`src/sv/pcc_pkg.sv`:
```
// shared constants, types and helpers for the path corridor check
`timescale 1ns / 1ps

package pcc_pkg;

   // default coordinate width, signed q16.8
   localparam int COORD_BITS_DEF = 24;

   // fixed field widths
   localparam int RADIUS_W = 50;
   localparam int LEN_W    = 25;
   localparam int TRACK_W  = 26;
   localparam int QBITS    = 25;

   localparam logic [LEN_W-1:0] LEN_MAX = {LEN_W{1'b1}};

   // partial product slice width for the wide multipliers
   localparam int MUL_CHUNK = 16;

   // queue between front and back
   localparam int QUEUE_DEPTH = 8;
   localparam int QCNT_W      = $clog2(QUEUE_DEPTH + 1);

   // verdict codes
   typedef logic [1:0] verdict_type;
   localparam verdict_type VERDICT_CAPTURE  = 2'd0;
   localparam verdict_type VERDICT_BEHIND   = 2'd1;
   localparam verdict_type VERDICT_CORR_IN  = 2'd2;
   localparam verdict_type VERDICT_CORR_OUT = 2'd3;

   // queue status seen by the front
   typedef struct packed {
      logic              empty;
      logic [QCNT_W-1:0] count;
   } queue_status_type;

   // queue entry width: capture, zero length, dot sign, then |d|^2, |dot|, |cross|
   function automatic int entry_w(input int coord_bits);
      return 3 + 6 * (coord_bits + 1);
   endfunction

endpackage

```
`src/sv/pcc_queue.sv`:
```
// short queue of classified transactions between front and back
`timescale 1ns / 1ps

module pcc_queue import pcc_pkg::*; #(
   parameter int WIDTH = 8
) (
   input  logic             clock,
   input  logic             reset,
   input  logic             push,
   input  logic [WIDTH-1:0] push_data,
   input  logic             pop,
   output logic [WIDTH-1:0] pop_data,
   output queue_status_type status
);

   localparam int PTR_W = $clog2(QUEUE_DEPTH);

   logic [WIDTH-1:0]  mem_ff [QUEUE_DEPTH];
   logic [PTR_W-1:0]  wptr_ff, wptr_in;
   logic [PTR_W-1:0]  rptr_ff, rptr_in;
   logic [QCNT_W-1:0] count_ff, count_in;

   // pointer and fill count update
   always_comb begin
      wptr_in  = push ? wptr_ff + PTR_W'(1) : wptr_ff;
      rptr_in  = pop ? rptr_ff + PTR_W'(1) : rptr_ff;
      count_in = count_ff;
      if (push && !pop) begin
         count_in = count_ff + QCNT_W'(1);
      end else if (!push && pop) begin
         count_in = count_ff - QCNT_W'(1);
      end
   end

   always_ff @(posedge clock) begin
      if (reset) begin
         wptr_ff  <= '0;
         rptr_ff  <= '0;
         count_ff <= '0;
      end else begin
         wptr_ff  <= wptr_in;
         rptr_ff  <= rptr_in;
         count_ff <= count_in;
      end
   end

   // storage
   always_ff @(posedge clock) begin
      if (push) begin
         mem_ff[wptr_ff] <= push_data;
      end
   end

   assign pop_data     = mem_ff[rptr_ff];
   assign status.empty = (count_ff == '0);
   assign status.count = count_ff;

endmodule

```
`config.mk`:
```
export PLATFORM = sky130hd
export DESIGN_NAME = pcc_queue
export DESIGN_NICKNAME = d
export VERILOG_FILES = /design/src/sv/pcc_pkg.sv /design/src/sv/pcc_queue.sv
export SDC_FILE = /design/constraint.sdc
export NUM_CORES = 1
export LEC_CHECK = 0
export CORE_MARGIN = 8
export CORE_UTILIZATION = 62
export DETAILED_ROUTE_END_ITERATION = 12
export DONT_BUFFER_PORTS = 1
export PLACE_DENSITY = 0.78
export SLEW_MARGIN = 20
export SYNTH_ARGS = -nofsm -noshare
export SYNTH_HDL_FRONTEND = slang
export SYNTH_SLANG_ARGS = --single-unit
```
`constraint.sdc`:
```
create_clock -name clock -period 2 [get_ports clock]
set_input_delay 0.2 -clock clock [delete_from_list [all_inputs] [get_ports clock]]
set_output_delay 0.2 -clock clock [all_outputs]
set_load 0.01 [all_outputs]
```
======== Word-level counts from Yosys, hierarchy flattened ========
Memory sizes are Yosys's and may differ from the RTL's. A register that Yosys moved wholly into a read port is not among the register bits.
Index checks and enable logic that the tools add are counted.
storage, ports and cells
  memory bits (writable) .................. 64
  logic and storage cells ................. 20
  input bits .............................. 12
  memories kept ........................... 1
  output and inout port bits .............. 13
  bits in registers ....................... 10
memory list
  memory  words  width  read ports  clocked after memory_dff  wr ports  line             RTL
  mem_ff  8      8      1           1                         1         pcc_queue.sv:18  logic [WIDTH-1:0] mem_ff [QUEUE_DEPTH];
operators by class
  mux-type cells .......................... 6
  add/subtract/negate cells ............... 4
  reduce and logical (&&, ||, !) cells .... 6
operator list
  cell                 number
  $mux 4               2
  $add 3x1->3 const B  2
  $mux 3               2
  $add 4x1->4 const B  1
  $logic_not 4->1      1
  $sub 4x1->4 const B  1
  $logic_and 1x1->1    2
  $logic_not 1->1      2
  $mux 1               2
  $reduce_bool 2->1    1

======== Logic depth before layout (Yosys ltp) ========
  depth in word-level cells ............... 4
  gate-level depth with buffers ........... 8
  mapped depth without buffers ............ 8

======== Least setup slack after synthesis ========
Ideal clock, no wire load.
  path type ............................... in2reg
  from .................................... input port pop
  to ...................................... register count_ff[3]
  arrival ................................. 1.521 ns
  path slack .............................. 0.358 ns
  library setup time ...................... 0.121 ns
  stages .................................. 8
  data required time ...................... 1.879 ns
  cell sequence ........................... inv_1 ha_1 inv_1 ha_1 a21oi_1 a211oi_1 a31oi_1 mux2_2
between the ends
  cells in the longest elaborated chain, start to end .. 3
  elaborated cells on any way between the ends .. 5
RTL lines
  element                                      line             RTL
  start, declared                              pcc_queue.sv:11  input logic pop,
  $logic_not 1->1                              pcc_queue.sv:28  if (push && !pop) begin
  $logic_and 1x1->1                            pcc_queue.sv:28
  $mux 4 or $reduce_bool 2->1 (tied branches)  n/a
  end signal, assigned                         pcc_queue.sv:43  count_ff <= count_in;
  end, declared                                pcc_queue.sv:21  logic [QCNT_W-1:0] count_ff, count_in;
Several ways; a longest one is shown, not always the timed one.
A chain may end at the register's enable or synchronous reset.

==> results.txt <==
- Area leader, netlist: sky130_fd_sc_hd__edfxtp_1
- Buffers added to address setup during post-CTS repair amount to 0.
- All-layer global routing usage: 15.0%
* Setup_tns: 0 ps
* Max_slew headroom: 58.0%
- Chip Height: 86.5 um
- Once detail routing completed, the nets flagged for antenna violations numbered 0.
- 0 antenna diodes ended up in the layout.
* Leak Pwr: 1.24 nW
- Critical-path maximum fanout: 8
- Critical path, cell by cell: buf_12 > mux4_1 > mux2_4
- Gate count of the mapped netlist: 161
* Fraction of synthesis flops using an asynchronous set or reset pin: 0%
- HP Class: in -> reg
- The clock network is responsible for 35.3% of the overall power.
- Number of levels the H-tree was split into: 3
* Final Setup Violations: 0
* Combinational family with the most area after synthesis: multiplexers
- Via count normalized by instance count: 5.82
* Initial Utilization: 64.8%
* Row cnt: 25
- Total number of vias: 1496
- Of the total power, combinational logic draws 10.4%.
- Top-Level Pins: 25
- Worst vdd rail ir drop: 0.000578 V
- Clock-pin slew was measured on the worst setup and hold paths at 70 ps.
* TritonRoute pass-1 iters: 4
- Detailed placement ended at an HPWL of 3170 um.
- Share of cells above drive strength 1: 20.0%
* Critical path buffer and inverter count: 1
- Data on the critical path arrives at its endpoint at 1750 ps.
* GPL Wtd Cong: 0.718
- Across all setup checks in the final design, the least slack found is 48.1 ps.
- Net switching is 21.4% of the power.
- Top delay family on crit path: multiplexers
* First-pass GRT wire length: 7960 um
- Largest net degree at the start of global routing: 17
* Main synth FF type: sky130_fd_sc_hd__edfxtp_1
- Compared with the post-synthesis result, the final layout area differs by 15.2%.
- Max-cap check violation count: 0
- Area share of fa/ha/maj cells after synthesis: 2.68%
* Most common cell after layout, fill and taps aside: sky130_fd_sc_hd__edfxtp_1
- Derived from the worst setup path, the maximum achievable clock frequency is 0.512 GHz.
- Final count of pins violating max slew: 0
- Nets@finish: 203
- Synthesis inferred 77 register bits.
* Xor-xnor portion of the synthesized cell area: 1.71%
* Final Skew: 8.80 ps
* Transition time of the tightest slew-check pin: 629 ps
* Area share of the leading cell type in the synthesized netlist: 62.4%
- The routed design has 5180 um of wire.
- The internal portion of the total power is 0.00269 W.
* Commonest cells after routing, fill and taps aside: sky130_fd_sc_hd__edfxtp_1, sky130_fd_sc_hd__nor2_1, sky130_fd_sc_hd__mux4_1, sky130_fd_sc_hd__dfxtp_1
- CP Depth: 3
- Number of remaining DRC errors: 0
- Cell at the root of the clock tree: sky130_fd_sc_hd__clkbuf_8
- Initial antenna violation count: 0
- Counting cells, the worst reg-to-reg path comes to 5.
* Maximum cell stage delay along the critical path: 560 ps
- Multiplexer share of the synthesized area: 17.8%
- After synthesis, the netlist uses 26 different library cells.
* Total of buffers placed on input and output ports: 0
* WP data required: 1800 ps
- The worst register-to-register path has a setup slack of 330 ps.
- Counting every sink on the clock net gives 77.
- In this run the critical register-to-register path is captured at count_ff[3].
- Warnings from Yosys: 0
* Post-synth EDFFs: 64
- Counting the buffers created by CTS gives 9.
- Vias in the first global route: 1549
- Die width: 86.5 um
- The filler cells instantiated in the layout total 292.
- A synthesized cell averages 19.1 sq um.
- Run status: finished clean
- For this design, the slowest cell found on the critical path is sky130_fd_sc_hd__mux4_1.
- The die covers 7480 sq um.
* TritonCTS clock tree: yes
* Sequential cell area fraction in the yosys report: 70.8%
* Power Dens Cells: 964 nW/um^2
- Dividing the detail-routed wire length by the instance count gives 20.1 um.
- The most critical setup path has its endpoint at pop_data[7].
- The worst setup path is captured at an output pin.
* Core region area: 4750 sq um
* Simple-gate share of the synthesized area: 4.31%
* Number of hold-slack violations in the final timing report: 0
* Pre-CTS setup slack: 231 ps
- Summed over all nets, the switching power comes to 0.000733 W.
- The longest clock path from root to sink contains 2 buffers.
- Final clock period utilization by the worst path: 97.6%
- Largest cells by area after synthesis: sky130_fd_sc_hd__edfxtp_1, sky130_fd_sc_hd__mux4_1, sky130_fd_sc_hd__dfxtp_1
* Worst-skew pair later-pin latency: 340 ps
* Post-layout minimum cycle time: 1950 ps
- Global routing finished with a remaining overflow of 0.
- Number of nets in the synthesized netlist: 179
- Mapped Area: 3080 sq um
- Part of the total power dissipated in sequential elements: 54.3%
- Summing the areas of all compound-gate instances in the mapped netlist gives 0.772% of the synthesized area.
- The setup path with the least slack is of type reg -> out.
* Number of violations reported at the end of detailed-routing iteration 0: 59
- In this run the critical register-to-register path is launched from count_ff[2].
- Setup repair after global routing could not meet its margin everywhere.
* Startpoint class of the critical path: register
## worst min path at each step
stage                     depth (start not counted)         start           end
after floorplan                                   0  push_data[0]  mem_ff[0][0]
after global placement                            1         reset    wptr_ff[1]
after detailed placement                          1         reset   count_ff[0]
after CTS                                         2           pop    rptr_ff[0]
after global routing                              2          push    wptr_ff[0]
final                                             2           pop    rptr_ff[0]
## registers in the layout, indices dropped and copies added (netlist names), named ones only
name      cells
mem_ff       64
count_ff      4
rptr_ff       3
wptr_ff       3
## synthesized netlist by cell type (3+ instances only)
| cell | instances |
|---|---|
| sky130_fd_sc_hd__edfxtp_1 | 64 |
| sky130_fd_sc_hd__nor2_1 | 19 |
| sky130_fd_sc_hd__mux4_1 | 15 |
| sky130_fd_sc_hd__dfxtp_1 | 13 |
| sky130_fd_sc_hd__mux2_2 | 9 |
| sky130_fd_sc_hd__ha_1 | 5 |
| sky130_fd_sc_hd__nand2_1 | 4 |
| sky130_fd_sc_hd__clkbuf_1 | 3 |
| sky130_fd_sc_hd__mux2i_1 | 3 |
| sky130_fd_sc_hd__nand2b_1 | 3 |
| sky130_fd_sc_hd__xnor2_1 | 3 |
| sky130_fd_sc_hd__xor2_1 | 3 |
## stage by stage
step	util (%)	std cells	hold WS, ps	total power [W]	area, sq um
6_report	74.6	257	26.1	0.00342	3550
5_1_grt	74.6	257	25.7	0.00354	3550
4_1_cts	74.4	257	18.1	0.00344	3540
3_5_place_dp	67.3	231	276	0.00219	3200
3_3_place_gp	67.3	231	275	0.00217	3200
2_1_floorplan	-	161	299	0.00212	3080
## kinds of logic after synthesis
| kind of cell | after synthesis |
|---|---|
| flip-flops | 77 |
| AND/OR/NAND/NOR | 31 |
| multiplexers | 28 |
| buffers and inverters | 9 |
| XOR/XNOR | 6 |
| adder cells (fa/ha/maj) | 6 |
| AO/OA/AOI/OAI | 4 |
## cell type report
| class | instances | area (sq um) | share of cell area, % |
|---|---|---|---|
| multi-input cells | 75 | 858 | 24.2 |
| well taps | 67 | 83.8 | 2.36 |
| clock inverters | 5 | 75.1 | 2.12 |
| repair buffers | 20 | 205 | 5.78 |
| flip-flops and latches | 77 | 2190 | 61.6 |
| inverters | 2 | 7.51 | 0.212 |
| clock buffers | 11 | 131 | 3.70 |
## routing by layer
layer	global-route usage (%)	wire length (um)	part of all wire, %
met1	16.1	2070	40
met2	25.9	2790	54
met3	5.39	272	5.3
met4	7.04	49	0.95
met5	0	0	0
## power by group through the flow
| stage | sequential, W | clock (W) | combinational (W) |
|---|---|---|---|
| floorplan | 0.00187 | 0 | 0.000252 |
| CTS | 0.00185 | 0.00123 | 0.000356 |
| global placement | 0.00188 | 0 | 0.000289 |
| global route | 0.00186 | 0.00129 | 0.000387 |
| detailed placement | 0.00189 | 0 | 0.000301 |
| finish | 0.00186 | 0.00121 | 0.000356 |
## timing repair
action | in CTS | in global routing
resized for setup | 8 | 4
setup endpoints to repair | 4 | 3
pin swaps | 0 | 0
gates cloned | 1 | 0
hold buffers | 9 | 0
endpoints found under the hold margin | 76 | 0
Power figures use the tool's default switching activity.
